### config.mk
export PLATFORM = sky130hd
export DESIGN_NAME = thc_temp_pipe
export DESIGN_NICKNAME = d
export VERILOG_FILES = /design/src/design/temp_humidity_compensation_assert.svh /design/src/design/thc_pkg.sv /design/src/design/thc_temp_pipe.sv
export SDC_FILE = /design/constraint.sdc
export NUM_CORES = 2
export LEC_CHECK = 0
export BUFFER_PORTS_ARGS = -buffer_cell sky130_fd_sc_hd__buf_2
export CAP_MARGIN = 25
export CORE_MARGIN = 4
export CORE_UTILIZATION = 59
export CTS_CLUSTER_DIAMETER = 50
export DETAILED_ROUTE_END_ITERATION = 8
export GPL_TIMING_DRIVEN = 0
export PLACE_DENSITY = 0.81
export SYNTH_ARGS = -nofsm -noshare
export SYNTH_HDL_FRONTEND = slang
export SYNTH_SLANG_ARGS = --single-unit
### constraint.sdc
create_clock -name clk_i -period 6.6 [get_ports clk_i]
set_input_delay 0 -clock clk_i [delete_from_list [all_inputs] [get_ports clk_i]]
set_output_delay 0 -clock clk_i [all_outputs]
set_load 0.005 [all_outputs]
### src/design/temp_humidity_compensation_assert.svh
// Assertion macros shared by the temperature and humidity compensation block.
`ifndef TEMP_HUMIDITY_COMPENSATION_ASSERT_SVH
`define TEMP_HUMIDITY_COMPENSATION_ASSERT_SVH

// Same-cycle implication, checked on every rising edge outside reset.
`define THC_ASSERT_NOW(lbl, ante, cons, msg) \
  lbl: assert property (@(posedge clk_i) disable iff (!rst_ni) (ante) |-> (cons)) \
    else $error(msg);

// Next-cycle implication, checked on every rising edge outside reset.
`define THC_ASSERT_NEXT(lbl, ante, cons, msg) \
  lbl: assert property (@(posedge clk_i) disable iff (!rst_ni) (ante) |=> (cons)) \
    else $error(msg);

`endif

### src/design/thc_pkg.sv
// Shared types, constants and the divide-by-100 helper of the compensation block.
`timescale 1ns / 1ps
`default_nettype none

package thc_pkg;

  // Field widths.
  localparam int TEMP_RAW_W = 20;
  localparam int HUM_RAW_W  = 16;
  localparam int TEMP_W     = 17;  // unsaturated temperature, two's complement
  localparam int TEMP_OUT_W = 16;
  localparam int HUM_OUT_W  = 17;
  localparam int CFG_IDX_W  = 3;
  localparam int CFG_DATA_W = 24;

  // Register indexes of the configuration channel.
  typedef enum logic [CFG_IDX_W-1:0] {
    REG_T1, REG_T2, REG_T3, REG_H1, REG_H2, REG_H345, REG_H6, REG_H7
  } thc_cal_reg_e;

  // Humidity ceiling in thousandths of a percent.
  localparam logic [HUM_OUT_W-1:0] HUM_MAX = 17'd100000;

  // Division by 100 through a reciprocal: exact for magnitudes below 2^DIV_W
  // when the shift is DIV_W + 7 and the multiplier is rounded upwards.
  localparam int DIV_W       = 28;
  localparam int DIV_SHIFT   = DIV_W + 7;
  localparam int DIV_RECIP_W = 29;
  localparam logic [DIV_RECIP_W-1:0] DIV_RECIP = 29'd343597384;

  // Temperature calibration as the temperature pipeline sees it.
  typedef struct packed {
    logic [15:0] t1;
    logic [15:0] t2;
    logic [7:0]  t3;
  } thc_temp_cal_t;

  // Humidity calibration as the humidity pipeline sees it.
  typedef struct packed {
    logic [11:0] h1;
    logic [11:0] h2;
    logic [7:0]  h3;
    logic [7:0]  h4;
    logic [7:0]  h5;
    logic [7:0]  h6;
    logic [7:0]  h7;
  } thc_hum_cal_t;

  // Hand-over from the temperature pipeline to the humidity pipeline.
  typedef struct packed {
    logic                  valid;
    logic [TEMP_W-1:0]     temp;
    logic [TEMP_OUT_W-1:0] temp_sat;
    logic [HUM_RAW_W-1:0]  hum_raw;
  } thc_temp_res_t;

  // Signed division by 100 that truncates towards zero.
  function automatic logic signed [DIV_W-1:0] div100(input logic signed [DIV_W-1:0] x);
    logic [DIV_W-1:0]             mag;
    logic [DIV_W+DIV_RECIP_W-1:0] prod;
    logic [DIV_W-1:0]             quo;
    mag  = x[DIV_W-1] ? DIV_W'(-x) : DIV_W'(x);
    prod = (DIV_W+DIV_RECIP_W)'(mag) * (DIV_W+DIV_RECIP_W)'(DIV_RECIP);
    quo  = DIV_W'(prod >> DIV_SHIFT);
    return x[DIV_W-1] ? -$signed(quo) : $signed(quo);
  endfunction

endpackage

`default_nettype wire

### src/design/thc_temp_pipe.sv
// Four-stage pipeline that turns the raw temperature into hundredths of a degree.
`timescale 1ns / 1ps
`default_nettype none

module thc_temp_pipe (
  input  wire logic                            clk_i,
  input  wire logic                            rst_ni,
  input  wire logic                            adv_i,
  input  wire logic                            in_valid_i,
  input  wire logic [thc_pkg::TEMP_RAW_W-1:0]  temp_raw_i,
  input  wire logic [thc_pkg::HUM_RAW_W-1:0]   hum_raw_i,
  input  wire thc_pkg::thc_temp_cal_t          cal_i,
  output thc_pkg::thc_temp_res_t               res_o
);

  logic signed [15:0] t2;
  logic signed [7:0]  t3;
  assign t2 = $signed(cal_i.t2);
  assign t3 = $signed(cal_i.t3);

  // Stage 1: offset of the raw reading against t1.
  logic signed [17:0] d_d, d_q;
  logic               v1_q;
  logic [15:0]        hraw1_q;
  assign d_d = $signed({1'b0, temp_raw_i[19:3]}) - $signed({1'b0, cal_i.t1, 1'b0});

  // Stage 2: linear product and square of the halved offset.
  logic signed [16:0] half;
  logic signed [33:0] lin_prod_d, lin_prod_q;
  logic signed [33:0] hsq_d, hsq_q;
  logic               v2_q;
  logic [15:0]        hraw2_q;
  assign half       = 17'(d_q >>> 1);
  assign lin_prod_d = 34'(d_q) * 34'(t2);
  assign hsq_d      = 34'(half) * 34'(half);

  // Stage 3: scale the linear term and form the quadratic product with t3.
  logic signed [21:0] quad_base;
  logic signed [11:0] t3x16;
  logic signed [22:0] lin_d, lin_q;
  logic signed [31:0] qprod_d, qprod_q;
  logic               v3_q;
  logic [15:0]        hraw3_q;
  assign quad_base = 22'(hsq_q >>> 12);
  assign t3x16     = {t3, 4'b0000};
  assign lin_d     = 23'(lin_prod_q >>> 11);
  assign qprod_d   = 32'(quad_base) * 32'(t3x16);

  // Stage 4: fine value, temperature in hundredths and its 16-bit saturation.
  logic signed [23:0] fine;
  logic signed [26:0] fine5;
  logic signed [16:0] temp_d;
  logic [15:0]        tsat_d;
  assign fine   = 24'(lin_q) + 24'(qprod_q >>> 14);
  assign fine5  = (27'(fine) <<< 2) + 27'(fine) + 27'sd128;
  assign temp_d = 17'(fine5 >>> 8);

  always_comb begin
    if (temp_d > 17'sd32767) begin
      tsat_d = 16'h7fff;
    end else if (temp_d < -17'sd32768) begin
      tsat_d = 16'h8000;
    end else begin
      tsat_d = temp_d[15:0];
    end
  end

  // Valid bits travel with the data and freeze while the pipeline stalls.
  logic v4_q;
  always_ff @(posedge clk_i or negedge rst_ni) begin
    if (!rst_ni) begin
      v1_q <= 1'b0;
      v2_q <= 1'b0;
      v3_q <= 1'b0;
      v4_q <= 1'b0;
    end else if (adv_i) begin
      v1_q <= in_valid_i;
      v2_q <= v1_q;
      v3_q <= v2_q;
      v4_q <= v3_q;
    end
  end

  // Payload registers.
  logic [16:0] temp_q;
  logic [15:0] tsat_q;
  logic [15:0] hraw4_q;
  always_ff @(posedge clk_i) begin
    if (adv_i) begin
      d_q        <= d_d;
      hraw1_q    <= hum_raw_i;
      lin_prod_q <= lin_prod_d;
      hsq_q      <= hsq_d;
      hraw2_q    <= hraw1_q;
      lin_q      <= lin_d;
      qprod_q    <= qprod_d;
      hraw3_q    <= hraw2_q;
      temp_q     <= temp_d;
      tsat_q     <= tsat_d;
      hraw4_q    <= hraw3_q;
    end
  end

  assign res_o.valid    = v4_q;
  assign res_o.temp     = temp_q;
  assign res_o.temp_sat = tsat_q;
  assign res_o.hum_raw  = hraw4_q;

endmodule

`default_nettype wire

After elaboration in Yosys (flattened, before gate mapping)
Index checks and enable logic that the tools add are counted.
{ "op_classes": {"add_sub_neg": 4, "n_lt_le_gt_ge": 2, "n_mux": 1, "n_mul": 3} }
{ "op_table": {"columns": ["operator", "count"], "rows": [
  ["$mul 17x17->34", 1],
  ["$mul 18x16->34", 1],
  ["$mul 22x8->28", 1],
  ["$add 25x24->25", 1],
  ["$add 25x9->25 const B", 1],
  ["$add 23x18->24", 1],
  ["$sub 17x17->18", 1],
  ["$gt 17x16->1 const B", 1],
  ["$lt 17x16->1 const B", 1],
  ["$mux 16", 1]
]} }
{ "totals": {"out_inout_bits": 50, "in_bits": 80, "register_bits": 238} }

Depth between registers and ports, before layout
{ "logic_depth": {"word_depth": 5, "mapped_depth": 26, "ltp_nobuf": 25} }

Least setup slack after synthesis
No wires, ideal clock.
{ "synth_path": {"path_kind": "flip-flop to flip-flop", "start": "register d_q[14]", "end": "register hsq_q[33] (data pin)", "required_time_ns": 6.340, "slack_ns": 0.095, "setup_ns": 0.260, "period_less_slack_ns": 6.505, "path_buffers": 2, "arrival_ns": 6.246, "path_stages_with_launch": 26, "path_cell_list": "edfxtp_1 clkbuf_1 clkbuf_1 nand2_1 fa_1 inv_1 fa_1 inv_1 fa_1 inv_1 fa_1 fa_1 inv_1 fa_1 inv_1 ha_1 inv_1 o31ai_1 a21o_1 a41oi_1 o21a_1 o31ai_1 a31oi_1 o21ai_0 a31oi_1 xnor2_1"} }
{ "synth_via": {"elab_chain_cells": 1} }
{ "synth_rtl": {"columns": ["element", "line_no", "text"], "rows": [
  ["start: declaration", "thc_temp_pipe.sv:22", "logic signed [17:0] d_d, d_q;"],
  ["start signal: assignment", "thc_temp_pipe.sv:90", "d_q <= d_d;"],
  ["$mul 17x17->34", "thc_temp_pipe.sv:35", "assign hsq_d = 34'(half) * 34'(half);"],
  ["via hsq_d[33]", "thc_temp_pipe.sv:30", "logic signed [33:0] hsq_d, hsq_q;"],
  ["end signal: assignment", "thc_temp_pipe.sv:93", "hsq_q <= hsq_d;"],
  ["end: declaration", "thc_temp_pipe.sv:30", null]
]} }
The timed path passes the listed nets, and every way through them passes these cells.
A chain may end at the register's enable or synchronous reset.

Worst setup path after layout
{ "layout_path": {"start": "register d_q[2]", "end": "register lin_prod_q[33] (data pin)"} }
{ "layout_via": {"elab_chain_cells": 1} }
{ "layout_rtl": {"columns": ["element", "line_no", "text"], "rows": [
  ["$mul 18x16->34", "thc_temp_pipe.sv:34", "assign lin_prod_d = 34'(d_q) * 34'(t2);"],
  ["via lin_prod_d[33]", "thc_temp_pipe.sv:29", "logic signed [33:0] lin_prod_d, lin_prod_q;"],
  ["end signal: assignment", "thc_temp_pipe.sv:92", "lin_prod_q <= lin_prod_d;"],
  ["end: declaration", "thc_temp_pipe.sv:29", null]
]} }
The timed path passes the listed nets, and every way through them passes these cells.

==> flow_results.org <==
** Outcome
- Status :: finished, violations left
- Failing checks :: setup timing

** Timing
- Final Hold Fails :: 0
- After layout, the minimum clock period comes to 6.78 ns.
- In the post-route analysis, the smallest setup slack over all paths is -0.184 ns.
- Setup violations remaining at the end of the flow were counted as 12.
- Number of pins with negative max-slew slack in the final report :: 0
- On the final layout, the worst clock skew is 0.0110 ns.
- Of the available clock period, the critical path in the final layout requires 1.03.
- Achievable clock frequency :: 147 MHz
- At the pin with the least slew margin, the transition time is about 0.8 ns.
- Remaining max-slew budget at the tightest pin :: 0.465
- Setup repair after global routing could not meet its margin everywhere.

** Synth
- Async set-reset flop share out of synthesis :: 0.0195
- Counting every net in the synthesized netlist gives 4431.
- Post-synth cell types :: 60
- Most common flop cell mapped by yosys :: sky130_fd_sc_hd__edfxtp_1
- Post-synthesis instance total :: 3360
- Number of enable flip-flop cells after synthesis :: 201
- Synthesis inferred 205 register bits.
- For this run, the number of Yosys warnings is 0.
- Dividing the synthesized area by the synthesized cell count gives 10.2 µm².
- Summing every instance area after synthesis gives 34300 µm².
- Seq/Total Area, Yosys :: 0.179

** Clocking
- Clock latency reported for the late side of the worst-skew pair :: 0.55 ns
- The clock net in this run drives a total of 205 sinks.
- Number of buffers added by the clock tree synthesis step :: 25
- CTS tree :: built
- Clock-pin slew was measured on the worst setup and hold paths at 0.06 ns.
- Maximum level of the CTS H-tree :: 1
- Root buf cell :: sky130_fd_sc_hd__clkbuf_16
- Maximum number of buffers from clock root to sink :: 3

** Global route
- After global routing the overflow that remains totals 0.
- The number of global-route vias before repair is 26300.
- For this run, the total global-route usage over all layers was measured as 0.268.
- Largest net degree at the start of global routing :: 120
- Wire length of the first global-routing pass :: 133000 µm
- The number of antenna violations at the first check in global routing was 3.

** Worst setup path
- The worst setup path is captured at a register.
- At the worst endpoint, the arrival time is 7.07 ns.
- Startpoint types :: register
- Max FO, Critical Path :: 10
- The critical path is of the register to register type.
- Required time at the endpoint of the critical path :: 6.88 ns

** Detailed routing
- Using the TritonRoute via totals, the vias-per-cell ratio works out to 5.46.
- WL final :: 83700 µm
- In this run, the number of DRC markers left after iteration 0 of detailed routing was 1710.
- Routed wire length per instance :: 18.9 µm
- The detail route stage leaves a number of antenna-violating nets equal to 0.
- Routed vias :: 24200
- Before antenna repair, the detailed router went through 5 iterations.
- After detailed routing, the number of remaining DRC violations is 0.

** Finish
- Measured on the finished design, the core utilization comes to 0.673.
- Fraction of layout cells with a size suffix above 1 :: 0.109
- The library cells used most frequently in the layout, excluding fill and tap cells, are sky130_fd_sc_hd__inv_1 (845), sky130_fd_sc_hd__fa_1 (680), sky130_fd_sc_hd__nand2_1 (299).
- In the final design database the tool counted approximately 4700 nets.
- The library cell used most frequently in the layout, excluding fill and tap cells, is sky130_fd_sc_hd__inv_1.
- From synthesis to final layout, the design area changed by 13.0%.

** Die
- In this run the count of I/O pins placed on the die edge is between 100 and 150.
- Height of the die :: 249 µm
- From left edge to right edge, the die measures between 200 and 250 µm.
- Initial Utilization :: 0.596
- Die area :: roughly 62000 µm²
- Rows :: 88
- After floorplanning, the core was sized to cover 57600 µm².

** Placement
- Input and output buffers added on the ports amount to 120.
- After legalization and detailed placement, the total HPWL measured 64700 µm.
- At the end of routability-driven placement, the weighted congestion stood at 0.978.

** Job
- Reported max-cap violation count :: 0

** Min path
- Hold crit path type :: input port to register
## what timing repair did
| item | CTS | global route |
|---|---|---|
| resized for setup | 139 | 113 |
| hold buffers | 55 | 0 |
| setup buffers | 58 | 32 |
| setup endpoints to repair | 38 | 23 |
| endpoints found under the hold margin | 125 | 0 |
| pin swaps | 29 | 68 |
## stage by stage
stage	hold WS [ns]	TNS (ns)	worst slack (ns)	std cells	area (µm²)
global route	0.0724	-2.59	-0.263	4426	38700
detailed placement	-0.191	-32.71	-1.53	4246	35900
finish	0.0378	-0.935	-0.184	4427	38800
CTS	0.0204	0	0.00300	4398	38200
floorplan	-0.296	0	0.0945	3360	34300
global placement	-0.195	-29.79	-1.39	4245	35900
## state kept, by name, indices dropped and copies added (netlist names)
register and cells:
lin_prod_q 23, lin_q 23, hsq_q 22, d_q 18, qprod_q 18, temp_q 17
hraw1_q 16, hraw2_q 16, hraw3_q 16, hraw4_q 16, tsat_q 16, v1_q 1
v2_q 1, v3_q 1, v4_q 1
## metal layers
metal  vias to the layer above  routed length (µm)  part of all wire  global-route usage
li1                      10700                   -                 -                   -
met2                      1063               40800              0.49               0.454
met1                     12100               31100              0.37               0.332
met5                         -                   0                 0                   0
met3                       341                7140             0.085              0.0589
met4                         0                4620             0.055               0.121
## synth_stat cells, types with 8 or more instances
| cell | n | area, µm² |
|---|---|---|
| sky130_fd_sc_hd__xnor2_1 | 93 | 815 |
| sky130_fd_sc_hd__nand2_1 | 312 | 1170 |
| sky130_fd_sc_hd__a21o_1 | 33 | 248 |
| sky130_fd_sc_hd__and2_1 | 277 | 1730 |
| sky130_fd_sc_hd__o21a_1 | 27 | 203 |
| sky130_fd_sc_hd__clkbuf_1 | 92 | 345 |
| sky130_fd_sc_hd__o21bai_1 | 11 | 82.6 |
| sky130_fd_sc_hd__nand2b_1 | 42 | 263 |
| sky130_fd_sc_hd__nor2_1 | 108 | 405 |
| sky130_fd_sc_hd__xor2_1 | 27 | 236 |
| sky130_fd_sc_hd__a21oi_1 | 57 | 285 |
| sky130_fd_sc_hd__fa_1 | 692 | 13900 |
| sky130_fd_sc_hd__o21ai_0 | 41 | 205 |
| sky130_fd_sc_hd__ha_1 | 299 | 3740 |
| sky130_fd_sc_hd__nor2b_1 | 16 | 100 |
| sky130_fd_sc_hd__and3_1 | 11 | 68.8 |
| sky130_fd_sc_hd__edfxtp_1 | 201 | 6040 |
| sky130_fd_sc_hd__inv_1 | 860 | 3230 |
| sky130_fd_sc_hd__a31oi_1 | 8 | 50.1 |
| sky130_fd_sc_hd__nand3_1 | 13 | 65.1 |
| sky130_fd_sc_hd__nor3_1 | 32 | 160 |
| sky130_fd_sc_hd__maj3_2 | 8 | 90.1 |
## area by class of cell
class | instances | area, µm²
Antenna cell | 3 | 7.51
Buffer | 86 | 613
Clock buffer | 26 | 629
Clock inverter | 19 | 216
Fill cell | 4101 | 18800
Inverter | 860 | 3230
Multi-Input combinational cell | 2199 | 25000
Sequential cell | 205 | 6140
Tap cell | 765 | 957
Timing Repair Buffer | 264 | 1970
## final timing paths
kind | startpoint | to | slack [ns] | cells after the start
setup / recovery | d_q[2] | lin_prod_q[33] | -0.18 | 26
setup reg to reg | d_q[2] | lin_prod_q[33] | -0.18 | 26
max in group asynchronous | rst_ni | v2_q | 6.09 | 3
hold reg to reg | hraw1_q[8] | hraw2_q[8] | 0.42 | 0
hold / removal | cal_i[38] | d_q[15] | 0.04 | 5
min in group asynchronous | rst_ni | v1_q | 0.35 | 3
## worst max-delay path: stages, from the launching register on
cell and delay, ns:
sky130_fd_sc_hd__edfxtp_1 0.53, sky130_fd_sc_hd__buf_4 0.28, sky130_fd_sc_hd__clkbuf_4 0.27, sky130_fd_sc_hd__nand2_1 0.10
sky130_fd_sc_hd__fa_1 0.50, sky130_fd_sc_hd__inv_1 0.04, sky130_fd_sc_hd__ha_1 0.26, sky130_fd_sc_hd__inv_1 0.05
sky130_fd_sc_hd__fa_1 0.54, sky130_fd_sc_hd__inv_2 0.05, sky130_fd_sc_hd__fa_1 0.47, sky130_fd_sc_hd__fa_1 0.56
sky130_fd_sc_hd__inv_1 0.05, sky130_fd_sc_hd__fa_1 0.51, sky130_fd_sc_hd__inv_2 0.05, sky130_fd_sc_hd__ha_4 0.22
sky130_fd_sc_hd__a21o_1 0.19, sky130_fd_sc_hd__a21oi_2 0.16, sky130_fd_sc_hd__o21ai_1 0.09, sky130_fd_sc_hd__a21oi_1 0.21
sky130_fd_sc_hd__nand2_1 0.09, sky130_fd_sc_hd__a41oi_2 0.29, sky130_fd_sc_hd__o31ai_4 0.14, sky130_fd_sc_hd__o31a_1 0.29
sky130_fd_sc_hd__o221ai_2 0.22, sky130_fd_sc_hd__mux2i_1 0.21, sky130_fd_sc_hd__nand4_1 0.12
## cell families after synthesis
logic type | after synthesis | share of synthesized area
multiplexers | 7 | 0.00223
AND/OR/NAND/NOR | 837 | 0.121
flip-flops | 205 | 0.179
adder cells (fa/ha/maj) | 1006 | 0.518
buffers and inverters | 956 | 0.105
AO/OA/AOI/OAI | 228 | 0.0440
XOR/XNOR | 121 | 0.0313
Power is left out: the tool's default activity adds up to more than one toggle a clock period on the data nets, which glitch-free logic cannot reach.
